[src/sv/rgbhsv_pkg.sv]
`timescale 1ns / 1ps
package rgbhsv_pkg;

  typedef struct packed {
    logic [7:0] red;
    logic [7:0] green;
    logic [7:0] blue;
  } pix_in_t;

  typedef struct packed {
    logic [8:0] hue;
    logic [7:0] saturation;
    logic [7:0] brightness;
  } pix_out_t;

  typedef enum logic [1:0] {
    SECT_RED   = 2'd0,
    SECT_GREEN = 2'd1,
    SECT_BLUE  = 2'd2
  } sector_t;

  // Classified pixel handed from the front end to the divider pipeline.
  typedef struct packed {
    logic       grey;
    sector_t    sector;
    logic       neg;
    logic [7:0] diff;
    logic [7:0] spread;
    logic [7:0] top;
  } cls_t;

  localparam int QDEPTH = 2;
  localparam int QW = $clog2(QDEPTH);
  // Both divisions give quotients below 256: run 8 restoring steps.
  localparam int DSTEPS = 8;

endpackage

[src/sv/rgbhsv_front.sv]
`timescale 1ns / 1ps
module rgbhsv_front (
  input  logic                clk,
  input  logic                rst_n,
  input  logic                in_valid,
  output logic                in_stall,
  input  rgbhsv_pkg::pix_in_t in_data,
  output logic                cls_valid,
  input  logic                cls_stall,
  output rgbhsv_pkg::cls_t    cls_data
);
  import rgbhsv_pkg::*;

  logic  [7:0] top, bot;
  cls_t        cls_nxt;
  cls_t        cls_r;
  logic        vld_r;
  logic        adv;

  always_comb begin
    top = in_data.red;
    if (in_data.green > top) top = in_data.green;
    if (in_data.blue > top) top = in_data.blue;
    bot = in_data.red;
    if (in_data.green < bot) bot = in_data.green;
    if (in_data.blue < bot) bot = in_data.blue;
    cls_nxt.top    = top;
    cls_nxt.spread = top - bot;
    cls_nxt.grey   = (top == 8'd0) || (top == bot);
    if (top == in_data.red) begin
      cls_nxt.sector = SECT_RED;
      cls_nxt.neg    = in_data.green < in_data.blue;
      cls_nxt.diff   = cls_nxt.neg ? in_data.blue - in_data.green
                                   : in_data.green - in_data.blue;
    end else if (top == in_data.green) begin
      cls_nxt.sector = SECT_GREEN;
      cls_nxt.neg    = in_data.blue < in_data.red;
      cls_nxt.diff   = cls_nxt.neg ? in_data.red - in_data.blue
                                   : in_data.blue - in_data.red;
    end else begin
      cls_nxt.sector = SECT_BLUE;
      cls_nxt.neg    = in_data.red < in_data.green;
      cls_nxt.diff   = cls_nxt.neg ? in_data.green - in_data.red
                                   : in_data.red - in_data.green;
    end
  end

  assign in_stall  = vld_r && cls_stall;
  assign adv       = !in_stall;
  assign cls_valid = vld_r;
  assign cls_data  = cls_r;

  always_ff @(posedge clk) begin
    if (!rst_n) begin
      vld_r <= 1'b0;
    end else if (adv) begin
      vld_r <= in_valid;
    end
  end

  always_ff @(posedge clk) begin
    if (adv && in_valid) begin
      cls_r <= cls_nxt;
    end
  end

endmodule

[src/sv/rgbhsv_queue.sv]
`timescale 1ns / 1ps
module rgbhsv_queue (
  input  logic             clk,
  input  logic             rst_n,
  input  logic             wr_valid,
  output logic             wr_stall,
  input  rgbhsv_pkg::cls_t wr_data,
  output logic             rd_valid,
  input  logic             rd_stall,
  output rgbhsv_pkg::cls_t rd_data
);
  import rgbhsv_pkg::*;

  cls_t          mem_r [QDEPTH];
  logic [QW-1:0] wp_r, rp_r;
  logic [QW:0]   cnt_r;
  logic          push, pop;

  assign wr_stall = (cnt_r == (QW+1)'(QDEPTH));
  assign rd_valid = (cnt_r != '0);
  assign rd_data  = mem_r[rp_r];
  assign push     = wr_valid && !wr_stall;
  assign pop      = rd_valid && !rd_stall;

  always_ff @(posedge clk) begin
    if (!rst_n) begin
      wp_r  <= '0;
      rp_r  <= '0;
      cnt_r <= '0;
    end else begin
      if (push) wp_r <= wp_r + 1'b1;
      if (pop) rp_r <= rp_r + 1'b1;
      cnt_r <= cnt_r + (QW+1)'(push) - (QW+1)'(pop);
    end
  end

  always_ff @(posedge clk) begin
    if (push) begin
      mem_r[wp_r] <= wr_data;
    end
  end

endmodule

[src/sv/rgbhsv_back.sv]
`timescale 1ns / 1ps
module rgbhsv_back (
  input  logic                 clk,
  input  logic                 rst_n,
  input  logic                 cls_valid,
  output logic                 cls_stall,
  input  rgbhsv_pkg::cls_t     cls_data,
  output logic                 out_valid,
  input  logic                 out_stall,
  output rgbhsv_pkg::pix_out_t out_data
);
  import rgbhsv_pkg::*;

  // Stage 0 scales, stages 1..DSTEPS run one quotient bit each, last stage
  // wraps the hue. Both dividends are below 256*divisor.
  localparam int NS = DSTEPS + 2;

  logic        vld_r  [NS];
  cls_t        c_r    [DSTEPS+1];
  logic [15:0] hrem_r [DSTEPS+1];
  logic [15:0] srem_r [DSTEPS+1];
  logic [7:0]  hq_r   [DSTEPS+1];
  logic [7:0]  sq_r   [DSTEPS+1];
  pix_out_t    res_r;
  logic        adv;
  logic [8:0]  base;
  logic [9:0]  hsum;

  assign adv       = !(vld_r[NS-1] && out_stall);
  assign cls_stall = !adv;
  assign out_valid = vld_r[NS-1];
  assign out_data  = res_r;

  always_ff @(posedge clk) begin
    if (!rst_n) begin
      for (int i = 0; i < NS; i++) vld_r[i] <= 1'b0;
    end else if (adv) begin
      vld_r[0] <= cls_valid;
      for (int i = 1; i < NS; i++) vld_r[i] <= vld_r[i-1];
    end
  end

  always_ff @(posedge clk) begin
    if (adv) begin
      c_r[0]    <= cls_data;
      hrem_r[0] <= 16'(cls_data.diff) * 16'd60;
      srem_r[0] <= 16'(cls_data.spread) * 16'd255;
      hq_r[0]   <= '0;
      sq_r[0]   <= '0;
      for (int i = 1; i <= DSTEPS; i++) begin
        automatic int sh = DSTEPS - i;
        automatic logic [15:0] hd = 16'(c_r[i-1].spread) << sh;
        automatic logic [15:0] sd = 16'(c_r[i-1].top) << sh;
        c_r[i] <= c_r[i-1];
        if (c_r[i-1].spread != 8'd0 && hrem_r[i-1] >= hd) begin
          hrem_r[i] <= hrem_r[i-1] - hd;
          hq_r[i]   <= hq_r[i-1] | (8'd1 << sh);
        end else begin
          hrem_r[i] <= hrem_r[i-1];
          hq_r[i]   <= hq_r[i-1];
        end
        if (c_r[i-1].top != 8'd0 && srem_r[i-1] >= sd) begin
          srem_r[i] <= srem_r[i-1] - sd;
          sq_r[i]   <= sq_r[i-1] | (8'd1 << sh);
        end else begin
          srem_r[i] <= srem_r[i-1];
          sq_r[i]   <= sq_r[i-1];
        end
      end
      res_r.hue        <= c_r[NS-2].grey ? 9'd0 : hsum[8:0];
      res_r.saturation <= c_r[NS-2].grey ? 8'd0 : sq_r[NS-2];
      res_r.brightness <= c_r[NS-2].top;
    end
  end

  always_comb begin
    case (c_r[NS-2].sector)
      SECT_RED:   base = 9'd0;
      SECT_GREEN: base = 9'd120;
      SECT_BLUE:  base = 9'd240;
      default:    base = 9'd0;
    endcase
    // Quotient is at most 60; add the sector base, wrap negatives by 360.
    if (c_r[NS-2].neg) begin
      hsum = 10'(base) + 10'd360 - 10'(hq_r[NS-2]);
      if (hsum >= 10'd360) hsum = hsum - 10'd360;
    end else begin
      hsum = 10'(base) + 10'(hq_r[NS-2]);
    end
  end

  unused_vld_hold: assert property (@(posedge clk) disable iff (!rst_n)
    out_valid && out_stall |=> out_valid && $stable(out_data))
    else $error("result changed while stalled");
  hue_range: assert property (@(posedge clk) disable iff (!rst_n)
    out_valid |-> out_data.hue < 9'd360)
    else $error("hue out of range");
  black_is_zero: assert property (@(posedge clk) disable iff (!rst_n)
    out_valid && out_data.brightness == 8'd0 |->
      out_data.hue == 9'd0 && out_data.saturation == 8'd0)
    else $error("black pixel with nonzero hue or saturation");

endmodule

[src/sv/rgb_to_hsv_integer.sv]
`timescale 1ns / 1ps
// Path: a classify register, the queue, then the divider and hue-wrap stages.
// Throughput: one pixel per clock while no stall is asserted; two parallel 8-step
// restoring divider pipelines (hue and saturation) set the depth.
// Reset: synchronous active-low rst_n clears all valid flags and the queue;
// no other state.
module rgb_to_hsv_integer (
  input  logic                 clk,
  input  logic                 rst_n,
  input  logic                 in_valid,
  output logic                 in_stall,
  input  rgbhsv_pkg::pix_in_t  in_data,
  output logic                 out_valid,
  input  logic                 out_stall,
  output rgbhsv_pkg::pix_out_t out_data
);
  import rgbhsv_pkg::*;

  logic f_valid, f_stall, b_valid, b_stall;
  cls_t f_data, b_data;

  rgbhsv_front u_front (
    .clk, .rst_n, .in_valid, .in_stall, .in_data,
    .cls_valid(f_valid), .cls_stall(f_stall), .cls_data(f_data)
  );

  rgbhsv_queue u_queue (
    .clk, .rst_n,
    .wr_valid(f_valid), .wr_stall(f_stall), .wr_data(f_data),
    .rd_valid(b_valid), .rd_stall(b_stall), .rd_data(b_data)
  );

  rgbhsv_back u_back (
    .clk, .rst_n,
    .cls_valid(b_valid), .cls_stall(b_stall), .cls_data(b_data),
    .out_valid, .out_stall, .out_data
  );

endmodule
[config.mk]
export PLATFORM = sky130hd
export DESIGN_NAME = rgb_to_hsv_integer
export DESIGN_NICKNAME = d
export VERILOG_FILES = /design/src/sv/rgbhsv_pkg.sv /design/src/sv/rgbhsv_front.sv /design/src/sv/rgbhsv_queue.sv /design/src/sv/rgbhsv_back.sv /design/src/sv/rgb_to_hsv_integer.sv
export SDC_FILE = /design/constraint.sdc
export NUM_CORES = 1
export LEC_CHECK = 0
export ABC_AREA = 1
export BUFFER_PORTS_ARGS = -buffer_cell sky130_fd_sc_hd__buf_2
export CAP_MARGIN = 20
export CELL_PAD_IN_SITES_DETAIL_PLACEMENT = 1
export CELL_PAD_IN_SITES_GLOBAL_PLACEMENT = 2
export CORE_MARGIN = 4
export CORE_UTILIZATION = 30
export CTS_CLUSTER_DIAMETER = 50
export DETAILED_ROUTE_END_ITERATION = 8
export GPL_ROUTABILITY_DRIVEN = 1
export PLACE_DENSITY = 0.71
export SLEW_MARGIN = 20
export SYNTH_ARGS = -nofsm -noshare
export SYNTH_HDL_FRONTEND = slang
export SYNTH_HIERARCHICAL = 1
export SYNTH_SLANG_ARGS = --single-unit
[constraint.sdc]
create_clock -name clk -period 9.9 [get_ports clk]
set_clock_uncertainty 0.1 [all_clocks]
set_input_delay 0.99 -clock clk [delete_from_list [all_inputs] [get_ports clk]]
set_output_delay 0.99 -clock clk [all_outputs]
set_load 0.005 [all_outputs]
==> run_results.csv <==
group,metric,value,unit
global_route,grt_max_degree,128,
worst_setup_path,cp_top_family,"simple AND/OR/NAND/NOR gates",
worst_setup_path,cp-start-kind,"input port",
floorplan,die-area,124000,um^2
clock_network,clk_latency,0.65,ns
run,cap_violations,0,
global_route,grt_pass1_wl,135000,um
synthesis,synth-edff-count,601,
synthesis,synth.top_cells.by_count,"nand2_1, edfxtp_1, inv_1",
worst_setup_path,path_class,"input port to flip-flop",
timing,rsz0062_at_grt,"false",
worst_setup_path,cp.required,10.18,ns
timing,final-max-slew-violation-count,0,
routing,dr_wl_met3,2390,um
place,portBuffers,54,
final_layout,multi_input_area,15000,um^2
timing,min_period,6.38,ns
floorplan,dieHeight,352,um
synthesis,synth_top_area_frac,0.508,
place,dpl.hpwl,63700,um
worst_setup_path,path_depth,27,
timing,finalCritPeriodShare,0.644,
synthesis,synth_area,35600,um^2
routing,wl_met1,35700,um
worst_setup_path,path_buf_inv,5,
synthesis,synth_ff_type,"edfxtp_1",
hold_path,hold-path-cell-count,0,
synthesis,syn_nets,3847,
clock_network,cts_hold_buf,0,
final_layout,num_antenna_cells,0,
floorplan,row_count,126,
global_route,antenna_found_initial,0,
clock_network,clock-root-buffer,"clkbuf_16",
worst_setup_path,crit_slowest_cell,"nand3b_1",
routing,drc,0,
clock_network,h-tree-depth,3,
floorplan,core,118000,um^2
routing,first_pass_iters,4,
routing,vias,23948,
routing,maxUsedRoutingLayer,"met4",
synthesis,synth_top_area_cell,"edfxtp_1",
floorplan,die_w,352,um
clock_network,tritoncts.num_buffers,89,
routing,via_per_inst,4.60,
global_route,grt_pass1_vias,25544,
hold_path,hold_path_class,"flip-flop to flip-flop",
final_layout,area_growth,13.7,%
timing,slew_headroom,0.346,
clock_network,cts_tree,"done",
clock_network,clkTransAtPathRegs,0.05,ns
synthesis,synth_cells,3492,
timing,setup_violations,0,
worst_setup_path,critical_path.max_fanout,20,
synthesis,yosysWarnings,6,
timing,hold_violations,0,
synthesis,synth-seq-cells,607,
global_route,grt_overflow,0,
clock_network,post_cts_buffers,0,
worst_setup_path,cp_slowest_stage_delay,0.66,ns
synthesis,synthArstFlopShare,0,
timing,max_freq,157,MHz
synthesis,synth_area_leaders,"edfxtp_1, ha_1, nand2_1",
final_layout,seqCellArea,18200,um^2
routing,ant_nets,0,
routing,dr_wl_met2,41300,um
timing,worst_pin_slew,0.982,ns
clock_network,cts.repair.resized,0,
routing,routed_wirelength,82100,um
floorplan,start_util,0.301,
final_layout,drive_gt1_frac,0.0964,
synthesis,yosysSeqAreaShare,0.511,
outcome,outcome,"completed",
clock_network,cts.sinks,607,
worst_setup_path,arrival,6.66,ns
floorplan,pin_count,55,
routing,drt_iter0_markers,799,
clock_network,clockBufferDepth,3,
final_layout,nFillCells,13334,
final_layout,num-nets-final,3955,
routing,wire_per_inst,15.8,um
timing,finalSetupTns,0,ns
worst_setup_path,endpoint_kind,"flip-flop",
synthesis,synth_most_common_cell,"nand2_1",
worst_setup_path,ff2ff_path_depth,17,
synthesis,syn_area_per_cell,10.2,um^2
synthesis,synthDistinctLibCells,69,
global_route,gr-usage-all-layers,0.133,
place,routabilityCongestion,0.849,
worst_setup_path,crit_path_frequent_cell,"nand2_1",
[cell families after synthesis]
group	synth area share
AO/OA/AOI/OAI	0.0744
XOR/XNOR	0.0431
adder cells (fa/ha/maj)	0.128
buffers and inverters	0.0668
flip-flops	0.511
multiplexers	0.0124
AND/OR/NAND/NOR	0.164
[flip-flops by register name, summed over array words and instances, names as in the netlist, named ones only]
name	cells
u_back/vld_r	10
u_back/hq_r	36
u_back/c_r	173
u_queue/rp_r	1
u_queue/mem_r	56
u_front/cls_data	28
u_back/sq_r	36
u_back/hrem_r	110
u_front/cls_valid	1
u_queue/cnt_r	2
u_queue/wp_r	1
u_back/out_data	25
u_back/srem_r	127
[routing by layer]
| metal | GRT usage | up-vias |
|---|---|---|
| met5 | 0 | - |
| met4 | 0.0439 | 0 |
| met3 | 0.0211 | 160 |
| met2 | 0.238 | 267 |
| met1 | 0.163 | 11437 |
| li1 | - | 12084 |
[final timing paths]
path,from,end,slack [ns]
max,in_data[8],u_front/cls_data[26],3.52
min,u_back/c_r[0][55],u_back/c_r[0][83],0.29
max reg2reg,flip-flop,u_back/srem_r[0][12],4.40
min reg2reg,u_back/c_r[0][55],u_back/c_r[0][83],0.29
[worst register-to-register path, cell delays in order, from the launching register on]
cell and delay, ns:
dfxtp_1 0.94, mux2_4 0.42, fa_1 0.66, nand2_1 0.08
inv_1 0.10, nor2_1 0.05, ha_1 0.30, fa_1 0.54
inv_1 0.05, fa_1 0.53, inv_1 0.04, ha_1 0.38
a21oi_1 0.22, inv_1 0.06, a31oi_1 0.22, o21ai_0 0.20
a21oi_1 0.21, xor2_1 0.20
[placed cells by master, fill, tap and decap left out, types with 29 or more instances in the layout]
cell / synthesis / layout
nand2_1: 676 / 675
edfxtp_1: 601 / 601
inv_1: 524 / 524
ha_1: 264 / 264
nor2_1: 230 / 228
nand3_1: 221 / 221
a21oi_1: 178 / 178
xor2_1: 118 / 118
clkbuf_16: 0 / 90
o21ai_0: 84 / 84
fa_1: 63 / 63
xnor2_1: 57 / 57
o21ai_1: 55 / 55
buf_2: 11 / 54
nand4_1: 41 / 41
nor3_1: 39 / 39
nor4_1: 31 / 31
nand2_2: 30 / 29
[metrics by stage]
step / setup WS, ns / instance area [um^2] / cells / util / hold WS (ns)
after detailed placement: 2.85 / 37500 / 5045 / 0.318 / 0.305
after CTS: 3.53 / 40400 / 5208 / 0.343 / 0.287
after global placement: 2.94 / 37500 / 5045 / 0.318 / 0.300
after floorplan: 0.423 / 35600 / 3492 / - / 0.300
final: 3.52 / 40400 / 5208 / 0.343 / 0.293
after global routing: 2.86 / 40400 / 5208 / 0.343 / 0.307
[final cells by class]
class,count,share of cell area
clock inverter,64,0.0154
tap,1536,0.0476
inverter,533,0.0495
clock buffer,99,0.0566
sequential,607,0.450
timing repair buffer,66,0.00923
multi-input combinational,2303,0.372
Power is left out: the tool's default activity adds up to more than one toggle a clock period on the data nets, which glitch-free logic cannot reach.
